--- src/hw/rtl/xmte_pkg.sv ---
// xmte_pkg: shared types, constants and the xorshift pattern function for the
// xorshift memory test engine; no dependencies, imported by every rtl module

package xmte_pkg;

  // index range of the tested region, 2^INDEX_BITS words at most
  localparam int INDEX_BITS = 29;
  localparam int CNT_W      = INDEX_BITS + 1;

  localparam int SEED_W     = 64;
  localparam int BASE_W     = 32;
  localparam int WCOUNT_W   = 30;
  localparam int LOOP_W     = 16;
  localparam int DATA_W     = 64;
  localparam int ADDR_W     = 33;
  localparam int ERR_W      = 32;
  localparam int PHASE_W    = 2;
  localparam int CFG_IDX_W  = 2;

  // compare width for the last-word test
  localparam int CMP_W = (WCOUNT_W > CNT_W) ? WCOUNT_W : CNT_W;

  localparam logic [SEED_W-1:0]   SEED_RESET   = 64'hAF5469CD67582A93;
  localparam logic [BASE_W-1:0]   BASE_RESET   = '0;
  localparam logic [WCOUNT_W-1:0] WCOUNT_RESET = WCOUNT_W'(131072);
  localparam logic [LOOP_W-1:0]   LOOP_RESET   = LOOP_W'(1);

  // configuration register indexes
  localparam logic [CFG_IDX_W-1:0] REG_SEED_BASE    = 2'd0;
  localparam logic [CFG_IDX_W-1:0] REG_BASE_ADDRESS = 2'd1;
  localparam logic [CFG_IDX_W-1:0] REG_WORD_COUNT   = 2'd2;
  localparam logic [CFG_IDX_W-1:0] REG_LOOP_COUNT   = 2'd3;

  // opcodes
  localparam logic OP_RESTART = 1'b0;
  localparam logic OP_ADVANCE = 1'b1;

  // phase codes, also the state encoding of the test sequencer
  localparam logic [PHASE_W-1:0] PH_FILL  = 2'd0;
  localparam logic [PHASE_W-1:0] PH_CHECK = 2'd1;
  localparam logic [PHASE_W-1:0] PH_DONE  = 2'd2;

  // xorshift shift amounts
  localparam int SH_A = 13;
  localparam int SH_B = 7;
  localparam int SH_C = 17;

  typedef struct packed {
    logic [SEED_W-1:0]   seed_base;
    logic [BASE_W-1:0]   base_address;
    logic [WCOUNT_W-1:0] word_count;
    logic [LOOP_W-1:0]   loop_count;
  } cfg_t;

  typedef struct packed {
    logic              opcode;
    logic [DATA_W-1:0] read_data;
  } step_req_t;

  typedef struct packed {
    logic [PHASE_W-1:0] phase;
    logic [ADDR_W-1:0]  word_address;
    logic [DATA_W-1:0]  pattern_word;
    logic               mismatch;
    logic [DATA_W-1:0]  error_mask;
    logic [ERR_W-1:0]   error_total;
    logic [LOOP_W-1:0]  pass_number;
    logic               pass_end;
  } result_t;

  function automatic logic [SEED_W-1:0] xorshift64(input logic [SEED_W-1:0] x);
    logic [SEED_W-1:0] a;
    logic [SEED_W-1:0] b;
    a = x ^ (x << SH_A);
    b = a ^ (a >> SH_B);
    return b ^ (b << SH_C);
  endfunction

endpackage

--- src/hw/rtl/xorshift_memory_test_engine_unit.sv ---
// xorshift_memory_test_engine_unit: top level of the xorshift memory test engine
// depends on xmte_pkg, xmte_cfg_regs and xmte_step
//
// usage
//   input channel (in_valid_i / in_ready_o): one beat is one step request;
//   opcode_i restarts the whole test or advances one word, read_data_i
//   carries the word read back from memory during the check phase
//   output channel (out_valid_o / out_ready_i): one result beat per request,
//   giving the write to issue (fill phase), the compare outcome (check
//   phase) or the done status
//   config channel (cfg_valid_i / cfg_ready_o): cfg_index_i selects seed
//   base, base address, word count or loop count; always ready, write only
//   while the engine is idle
// timing
//   a beat lands in the request register and is then stepped into the output
//   register once the result side can load; one beat per cycle sustained while
//   the receiver keeps out_ready_i high, set by the generator and index feedback
// reset
//   configuration returns to its defaults, generator holds the default seed,
//   index, pass and error count clear, the test begins in the fill phase
// stall
//   if the receiver holds off, the result register and the request register
//   both fill and in_ready_o drops; nothing is lost or repeated

module xorshift_memory_test_engine_unit (
  input  logic                            clk_i,
  input  logic                            rst_ni,
  // config write channel
  input  logic                            cfg_valid_i,
  output logic                            cfg_ready_o,
  input  logic [xmte_pkg::CFG_IDX_W-1:0]  cfg_index_i,
  input  logic [xmte_pkg::SEED_W-1:0]     cfg_data_i,
  // request channel
  input  logic                            in_valid_i,
  output logic                            in_ready_o,
  input  logic                            opcode_i,
  input  logic [xmte_pkg::DATA_W-1:0]     read_data_i,
  // result channel
  output logic                            out_valid_o,
  input  logic                            out_ready_i,
  output logic [xmte_pkg::PHASE_W-1:0]    phase_o,
  output logic [xmte_pkg::ADDR_W-1:0]     word_address_o,
  output logic [xmte_pkg::DATA_W-1:0]     pattern_word_o,
  output logic                            mismatch_o,
  output logic [xmte_pkg::DATA_W-1:0]     error_mask_o,
  output logic [xmte_pkg::ERR_W-1:0]      error_total_o,
  output logic [xmte_pkg::LOOP_W-1:0]     pass_number_o,
  output logic                            pass_end_o
);
  import xmte_pkg::*;

  cfg_t      cfg;
  step_req_t req_q;
  result_t   step_res;
  result_t   res_q;
  logic      req_valid_q;
  logic      out_valid_q;
  logic      out_load;
  logic      step_en;
  logic      in_fire;

  // config registers take a beat every cycle
  assign cfg_ready_o = 1'b1;

  xmte_cfg_regs u_cfg (
    .clk_i      (clk_i),
    .rst_ni     (rst_ni),
    .wr_en_i    (cfg_valid_i),
    .wr_index_i (cfg_index_i),
    .wr_data_i  (cfg_data_i),
    .cfg_o      (cfg)
  );

  // result register can load when empty or being drained this cycle
  assign out_load   = !out_valid_q || out_ready_i;
  // request register steps when it holds a beat and the result side can load
  assign step_en    = req_valid_q && out_load;
  assign in_ready_o = !req_valid_q || out_load;
  assign in_fire    = in_valid_i && in_ready_o;

  always_ff @(posedge clk_i or negedge rst_ni) begin
    if (!rst_ni) begin
      req_valid_q <= 1'b0;
    end else if (in_fire) begin
      req_valid_q <= 1'b1;
    end else if (step_en) begin
      req_valid_q <= 1'b0;
    end
  end

  always_ff @(posedge clk_i) begin
    if (in_fire) begin
      req_q.opcode    <= opcode_i;
      req_q.read_data <= read_data_i;
    end
  end

  xmte_step u_step (
    .clk_i     (clk_i),
    .rst_ni    (rst_ni),
    .step_en_i (step_en),
    .req_i     (req_q),
    .cfg_i     (cfg),
    .res_o     (step_res)
  );

  // output register
  always_ff @(posedge clk_i or negedge rst_ni) begin
    if (!rst_ni) begin
      out_valid_q <= 1'b0;
    end else if (step_en) begin
      out_valid_q <= 1'b1;
    end else if (out_ready_i) begin
      out_valid_q <= 1'b0;
    end
  end

  always_ff @(posedge clk_i) begin
    if (step_en) begin
      res_q <= step_res;
    end
  end

  assign out_valid_o    = out_valid_q;
  assign phase_o        = res_q.phase;
  assign word_address_o = res_q.word_address;
  assign pattern_word_o = res_q.pattern_word;
  assign mismatch_o     = res_q.mismatch;
  assign error_mask_o   = res_q.error_mask;
  assign error_total_o  = res_q.error_total;
  assign pass_number_o  = res_q.pass_number;
  assign pass_end_o     = res_q.pass_end;

`ifndef ASSERT_OFF
  // mismatch flag agrees with the error mask
  a_mask_flag: assert property (@(posedge clk_i) disable iff (!rst_ni)
    out_valid_o |-> (mismatch_o == (error_mask_o != '0)))
    else $error("mismatch flag disagrees with error mask");

  // only check beats carry a mismatch or a pass end
  a_check_only: assert property (@(posedge clk_i) disable iff (!rst_ni)
    (out_valid_o && (mismatch_o || pass_end_o)) |-> (phase_o == PH_CHECK))
    else $error("mismatch or pass end outside check phase");

  // backpressure only when both registers hold a beat
  a_full_stall: assert property (@(posedge clk_i) disable iff (!rst_ni)
    !in_ready_o |-> (out_valid_o && !out_ready_i))
    else $error("input stalled while result side can take a beat");

  // a stepped request always shows up as a result next cycle
  a_step_result: assert property (@(posedge clk_i) disable iff (!rst_ni)
    step_en |=> out_valid_o)
    else $error("step result lost");
`endif

endmodule

--- src/hw/rtl/xmte_cfg_regs.sv ---
// xmte_cfg_regs: configuration register file of the memory test engine
// depends on xmte_pkg

module xmte_cfg_regs (
  input  logic                           clk_i,
  input  logic                           rst_ni,
  input  logic                           wr_en_i,
  input  logic [xmte_pkg::CFG_IDX_W-1:0] wr_index_i,
  input  logic [xmte_pkg::SEED_W-1:0]    wr_data_i,
  output xmte_pkg::cfg_t                 cfg_o
);
  import xmte_pkg::*;

  cfg_t cfg_q;
  cfg_t cfg_d;

  always_comb begin
    cfg_d = cfg_q;
    if (wr_en_i) begin
      case (wr_index_i)
        REG_SEED_BASE:    cfg_d.seed_base    = wr_data_i;
        REG_BASE_ADDRESS: cfg_d.base_address = wr_data_i[BASE_W-1:0];
        REG_WORD_COUNT:   cfg_d.word_count   = wr_data_i[WCOUNT_W-1:0];
        REG_LOOP_COUNT:   cfg_d.loop_count   = wr_data_i[LOOP_W-1:0];
        default:          cfg_d = cfg_q;
      endcase
    end
  end

  always_ff @(posedge clk_i or negedge rst_ni) begin
    if (!rst_ni) begin
      cfg_q.seed_base    <= SEED_RESET;
      cfg_q.base_address <= BASE_RESET;
      cfg_q.word_count   <= WCOUNT_RESET;
      cfg_q.loop_count   <= LOOP_RESET;
    end else begin
      cfg_q <= cfg_d;
    end
  end

  assign cfg_o = cfg_q;

endmodule

--- src/hw/rtl/xmte_step.sv ---
// xmte_step: test sequencer state and the combinational step logic
// depends on xmte_pkg (types, phase codes, xorshift64)

module xmte_step (
  input  logic                clk_i,
  input  logic                rst_ni,
  input  logic                step_en_i,
  input  xmte_pkg::step_req_t req_i,
  input  xmte_pkg::cfg_t      cfg_i,
  output xmte_pkg::result_t   res_o
);
  import xmte_pkg::*;

  logic [SEED_W-1:0]     gen_q, gen_d;
  logic [INDEX_BITS-1:0] idx_q, idx_d;
  logic [LOOP_W-1:0]     pass_q, pass_d;
  logic [ERR_W-1:0]      err_q, err_d;
  logic [PHASE_W-1:0]    phase_q, phase_d;

  logic [CMP_W-1:0]  wc_ext;
  logic [CMP_W-1:0]  eff_words;
  logic              last;
  logic [SEED_W-1:0] pat;
  logic [DATA_W-1:0] mask;
  logic [LOOP_W-1:0] pass_inc;
  logic [LOOP_W-1:0] loops;
  logic              final_pass;
  logic [LOOP_W-1:0] reload_pass;
  logic [SEED_W-1:0] reload_seed;

  // effective word count: clamp to 2^INDEX_BITS, zero acts as one
  always_comb begin
    wc_ext = CMP_W'(cfg_i.word_count);
    if (wc_ext > (CMP_W'(1) << INDEX_BITS)) begin
      eff_words = CMP_W'(1) << INDEX_BITS;
    end else if (wc_ext == '0) begin
      eff_words = CMP_W'(1);
    end else begin
      eff_words = wc_ext;
    end
  end

  assign last        = (CMP_W'(idx_q) + CMP_W'(1)) >= eff_words;
  assign pat         = xorshift64(gen_q);
  assign mask        = req_i.read_data ^ pat;
  assign pass_inc    = pass_q + LOOP_W'(1);
  assign loops       = (cfg_i.loop_count == '0) ? LOOP_W'(1) : cfg_i.loop_count;
  assign final_pass  = ({1'b0, pass_q} + (LOOP_W+1)'(1)) >= {1'b0, loops};
  // fill reseeds with the current pass, check with the next one
  assign reload_pass = (phase_q == PH_CHECK) ? pass_inc : pass_q;
  assign reload_seed = cfg_i.seed_base + SEED_W'(reload_pass);

  always_comb begin
    gen_d   = gen_q;
    idx_d   = idx_q;
    pass_d  = pass_q;
    err_d   = err_q;
    phase_d = phase_q;
    res_o   = '0;

    if (req_i.opcode == OP_RESTART) begin
      gen_d       = cfg_i.seed_base;
      idx_d       = '0;
      pass_d      = '0;
      err_d       = '0;
      phase_d     = PH_FILL;
      res_o.phase = PH_DONE;
    end else begin
      case (phase_q)
        PH_FILL, PH_CHECK: begin
          gen_d              = pat;
          res_o.word_address = {1'b0, cfg_i.base_address} + ADDR_W'(idx_q);
          res_o.pattern_word = pat;
          res_o.pass_number  = pass_q;
          idx_d              = last ? '0 : idx_q + INDEX_BITS'(1);
          if (phase_q == PH_FILL) begin
            res_o.phase = PH_FILL;
            if (last) begin
              gen_d   = reload_seed;
              phase_d = PH_CHECK;
            end
          end else begin
            res_o.phase      = PH_CHECK;
            res_o.mismatch   = (mask != '0);
            res_o.error_mask = mask;
            res_o.pass_end   = last;
            if ((mask != '0) && (err_q != '1)) begin
              err_d = err_q + ERR_W'(1);
            end
            if (last) begin
              pass_d = pass_inc;
              if (final_pass) begin
                phase_d = PH_DONE;
              end else begin
                gen_d   = reload_seed;
                phase_d = PH_FILL;
              end
            end
          end
          res_o.error_total = err_d;
        end
        default: begin
          res_o.phase       = PH_DONE;
          res_o.error_total = err_q;
          res_o.pass_number = pass_q;
        end
      endcase
    end
  end

  always_ff @(posedge clk_i or negedge rst_ni) begin
    if (!rst_ni) begin
      gen_q   <= SEED_RESET;
      idx_q   <= '0;
      pass_q  <= '0;
      err_q   <= '0;
      phase_q <= PH_FILL;
    end else if (step_en_i) begin
      gen_q   <= gen_d;
      idx_q   <= idx_d;
      pass_q  <= pass_d;
      err_q   <= err_d;
      phase_q <= phase_d;
    end
  end

endmodule
--- config.mk ---
export PLATFORM = sky130hd
export DESIGN_NAME = xorshift_memory_test_engine_unit
export DESIGN_NICKNAME = d
export VERILOG_FILES = /design/src/hw/rtl/xmte_pkg.sv /design/src/hw/rtl/xorshift_memory_test_engine_unit.sv /design/src/hw/rtl/xmte_cfg_regs.sv /design/src/hw/rtl/xmte_step.sv
export SDC_FILE = /design/constraint.sdc
export NUM_CORES = 1
export LEC_CHECK = 0
export BUFFER_PORTS_ARGS = -buffer_cell sky130_fd_sc_hd__clkbuf_2
export CAP_MARGIN = 20
export CORE_ASPECT_RATIO = 0.6
export CORE_UTILIZATION = 35
export DETAILED_ROUTE_END_ITERATION = 10
export PLACE_DENSITY = 0.55
export SYNTH_ARGS = -nofsm -noshare
export SYNTH_HDL_FRONTEND = slang
export SYNTH_SLANG_ARGS = --single-unit
export TNS_END_PERCENT = 1
--- constraint.sdc ---
create_clock -name clk_i -period 9.1 [get_ports clk_i]
set_input_delay 1.82 -clock clk_i [delete_from_list [all_inputs] [get_ports clk_i]]
set_output_delay 1.82 -clock clk_i [all_outputs]
set_load 0.05 [all_outputs]
==> flow_metrics.tcl <==
set metrics [dict create \
    status "finished clean" \
    netlist.area_leader.share_pct 26.7 \
    clkTransAtPathRegs_ns 0.07 \
    switching_power_mw 6.54 \
    numCtsBuffers 58 \
    vdd_drop_max_mv 0.368 \
    synth_fp_nets 3138 \
    arrival_ns 6.11 \
    cts_root_buffer "clkbuf_16" \
    drtIter0Drc 2594 \
    die_w_um 388 \
    finalSetupTns_ns 0 \
    fin_cells 4405 \
    fin_nets 3426 \
    p_per_area_nw_per_um2 378 \
    slew_headroom_pct 22.5 \
    critPathKind "reg2reg" \
    design_area_um2 36100 \
    worst_slack_ns 3.57 \
    cp-end-kind "flop" \
    power_switching_share_pct 48.0 \
    grt_pass1_wl_um 154000 \
    grtUsageTotal_pct 22.8 \
    first_global_vias 22000 \
    postRouteAntennaNets 0 \
    fmax_mhz 181 \
    routedWlPerCell_um 24.0 \
    grt_overflow_total 0 \
    grt_antenna_before_repair 13 \
    io-pin-count 352 \
    netlist_instances 2906 \
    yosysUniqueCellTypes 79 \
    hp-class "reg2reg" \
    netlist_top_cells_count "278 x edfxtp_1, 256 x nor2_1, 244 x nand2_1" \
    htreeDepth 2 \
    worst_slew_pin_slew_ns 1.16 \
    synth_edf_count 278 \
    fp-row-count 84 \
    rsz0062_at_grt "false" \
    holdBufCountCts 0 \
    dpl-instance-area_um2 34200 \
    diodes 0 \
    drc_errors 0 \
    postSynthAreaPerCell_um2 10.8 \
    yosysSeqAreaShare_pct 49.9 \
    vias 24100 \
    die-area_um2 90600 \
    finalSetupViolations 0 \
    yosysMostFrequentCell "edfxtp_1" \
    r2r_setup_slack_ns 3.57 \
    cap_violations 0 \
    final_max_slew_viol_count 0 \
    combPwrFrac_pct 53.4 \
    total_power_mw 13.6 \
    hold_viol_final 0 \
    port_buffers 350 \
    cts_setup_buffers 0 \
    fin_util_pct 41.1 \
    cts.sinks 565 \
    post_route_cells_drive_above_1_share_pct 22.3 \
    period_minus_slack_ns 5.53 \
    p_leak_nw 15.0 \
    start_util_pct 35.5 \
    ys.flop_type "edfxtp_1" \
    cts.repair.resized 0 \
    p_int_mw 7.10 \
    fin_skew_ns 0.0452 \
    ys_ff_latch 565 \
    dp_hpwl_um 76900 \
    clockPowerShare_pct 18.0 \
    postSynth.asyncResetShare_pct 50.8 \
    place_inst 4293 \
    core_um2 88000 \
    drt_wl_total_um 106000 \
    synth_area_leaders "edfxtp_1 27%, dfrtp_1 18%, dfstp_2 5.7%, xnor2_1 5.6%, mux2_2 4.9%" \
    clk_path_buf_depth 3 \
    min_period_over_period_pct 60.7 \
    tritoncts "yes" \
    dp_slack_ns 3.61 \
    synth_top_cell_by_area "edfxtp_1" \
    critical_path_required_ns 9.69 \
    die_h_um 234 \
    yosysWarnings 0 \
    cp-start-kind "flop" \
    dr.pass1.iters 6 \
    crit_fanout 68 \
    clock_latency_ns 0.67 \
    via_per_inst 5.48 \
    area_growth_pct 15.5 \
    grt_start_max_net_pins 175 \
    pwr-share-seq_pct 28.6 \
    synth_area_um2 31300 \
    globalplace.congestion 0.919 \
    whs_ns 0.472 \
]
[flip-flops by register name, indices dropped and copies added, names as in the netlist]
name and cells:
mismatch_o 1, u_step.phase_q 2, error_total_o 32, req_valid_q 1, req_q 65, error_mask_o 64, out_valid_o 1, pass_number_o 16
word_address_o 33, u_step.idx_q 29, u_step.gen_q 64, u_step.pass_q 16, pass_end_o 1, u_step.err_q 32, u_cfg.cfg_o 142, pattern_word_o 64
phase_o 2
[layer usage]
metal | vias to the layer above | track usage (%) | part of all wire (%)
met5 | - | 0 | 0.012
met2 | 959 | 30.8 | 40
li1 | 11100 | - | -
met4 | 2 | 4.43 | 1.6
met1 | 11900 | 35.6 | 48
met3 | 117 | 6.29 | 9.9
[layout make-up]
type | instances | area (um^2)
Clock buffer | 86 | 1640
Clock inverter | 24 | 258
Fill cell | 8614 | 51900
Inverter | 57 | 223
Multi-Input combinational cell | 2124 | 14900
Sequential cell | 565 | 15600
Tap cell | 1161 | 1450
Timing Repair Buffer | 388 | 2060
[cell families (layout without fill, tap and decap cells)]
kind of cell    Yosys count  in the layout  share of synthesized area [%]
mux                     183            183                           6.40
simple gates            959            959                           14.9
buf+inv                 217            555                           2.73
xor+xnor                345            345                           10.8
compound gates          540            540                           11.3
other cells               1              1                         0.0120
flops                   565            565                           49.9
fa+ha+maj                96             96                           3.89
[placed cells by master, fill, tap and decap left out, drive strengths merged, types with 11 or more instances in the layout]
cell and instances:
clkbuf 437, edfxtp 278, nor2 257, nand2 244, dfrtp 219, xnor2 204, a21oi 137, mux2 136
o21ai 121, xor2 119, ha 94, nand3 88, dfstp 68, inv 59, and2 55, and3 53
mux2i 47, nor3 47, a21o 46, nand4 44, nand2b 41, nor4 41, buf 37, o211ai 27
o31ai 25, a22o 23, a211oi 22, xnor3 20, or2 19, a311oi 18, a31oi 17, clkinv 16
nor2b 15, or3 13, or4 13, o21a 12, and4 11, o221ai 11
[final timing paths]
path,start,endpoint,cells after the start
worst min register to register,req_valid_q,out_valid_o,1
max in group asynchronous,rst_ni,u_step.err_q[9],2
min in group asynchronous,rst_ni,u_cfg.cfg_o[133],1
worst max register to register,u_step.idx_q[3],u_step.gen_q[28],18
worst min-delay path,req_valid_q,out_valid_o,1
worst max-delay path,u_step.idx_q[3],u_step.gen_q[28],18
[worst max-delay path, cell delays in order (launching register included)]
cell	delay (ns)
dfrtp_1	0.49
and4_1	0.26
and2_1	0.16
nand3_1	0.15
or3_1	0.50
nor2_1	0.35
nand3_1	0.14
xnor2_1	0.17
ha_1	0.31
nand4_1	0.22
nor2_1	0.17
a31oi_1	0.10
a211oi_1	0.33
o21a_1	0.34
o22ai_4	0.11
buf_4	0.40
nor2_1	0.92
nand2_1	0.10
o211ai_1	0.20
[power groups by stage]
stage / combinational, mW / clock (mW) / sequential (mW)
2_1_floorplan: 4.03 / 0 / 4.36
3_3_place_gp: 7.13 / 0 / 3.92
3_5_place_dp: 7.13 / 0 / 3.92
4_1_cts: 7.18 / 2.50 / 3.87
5_1_grt: 7.71 / 2.61 / 3.93
6_report: 7.29 / 2.46 / 3.90
(Power assumes the default switching activity.)
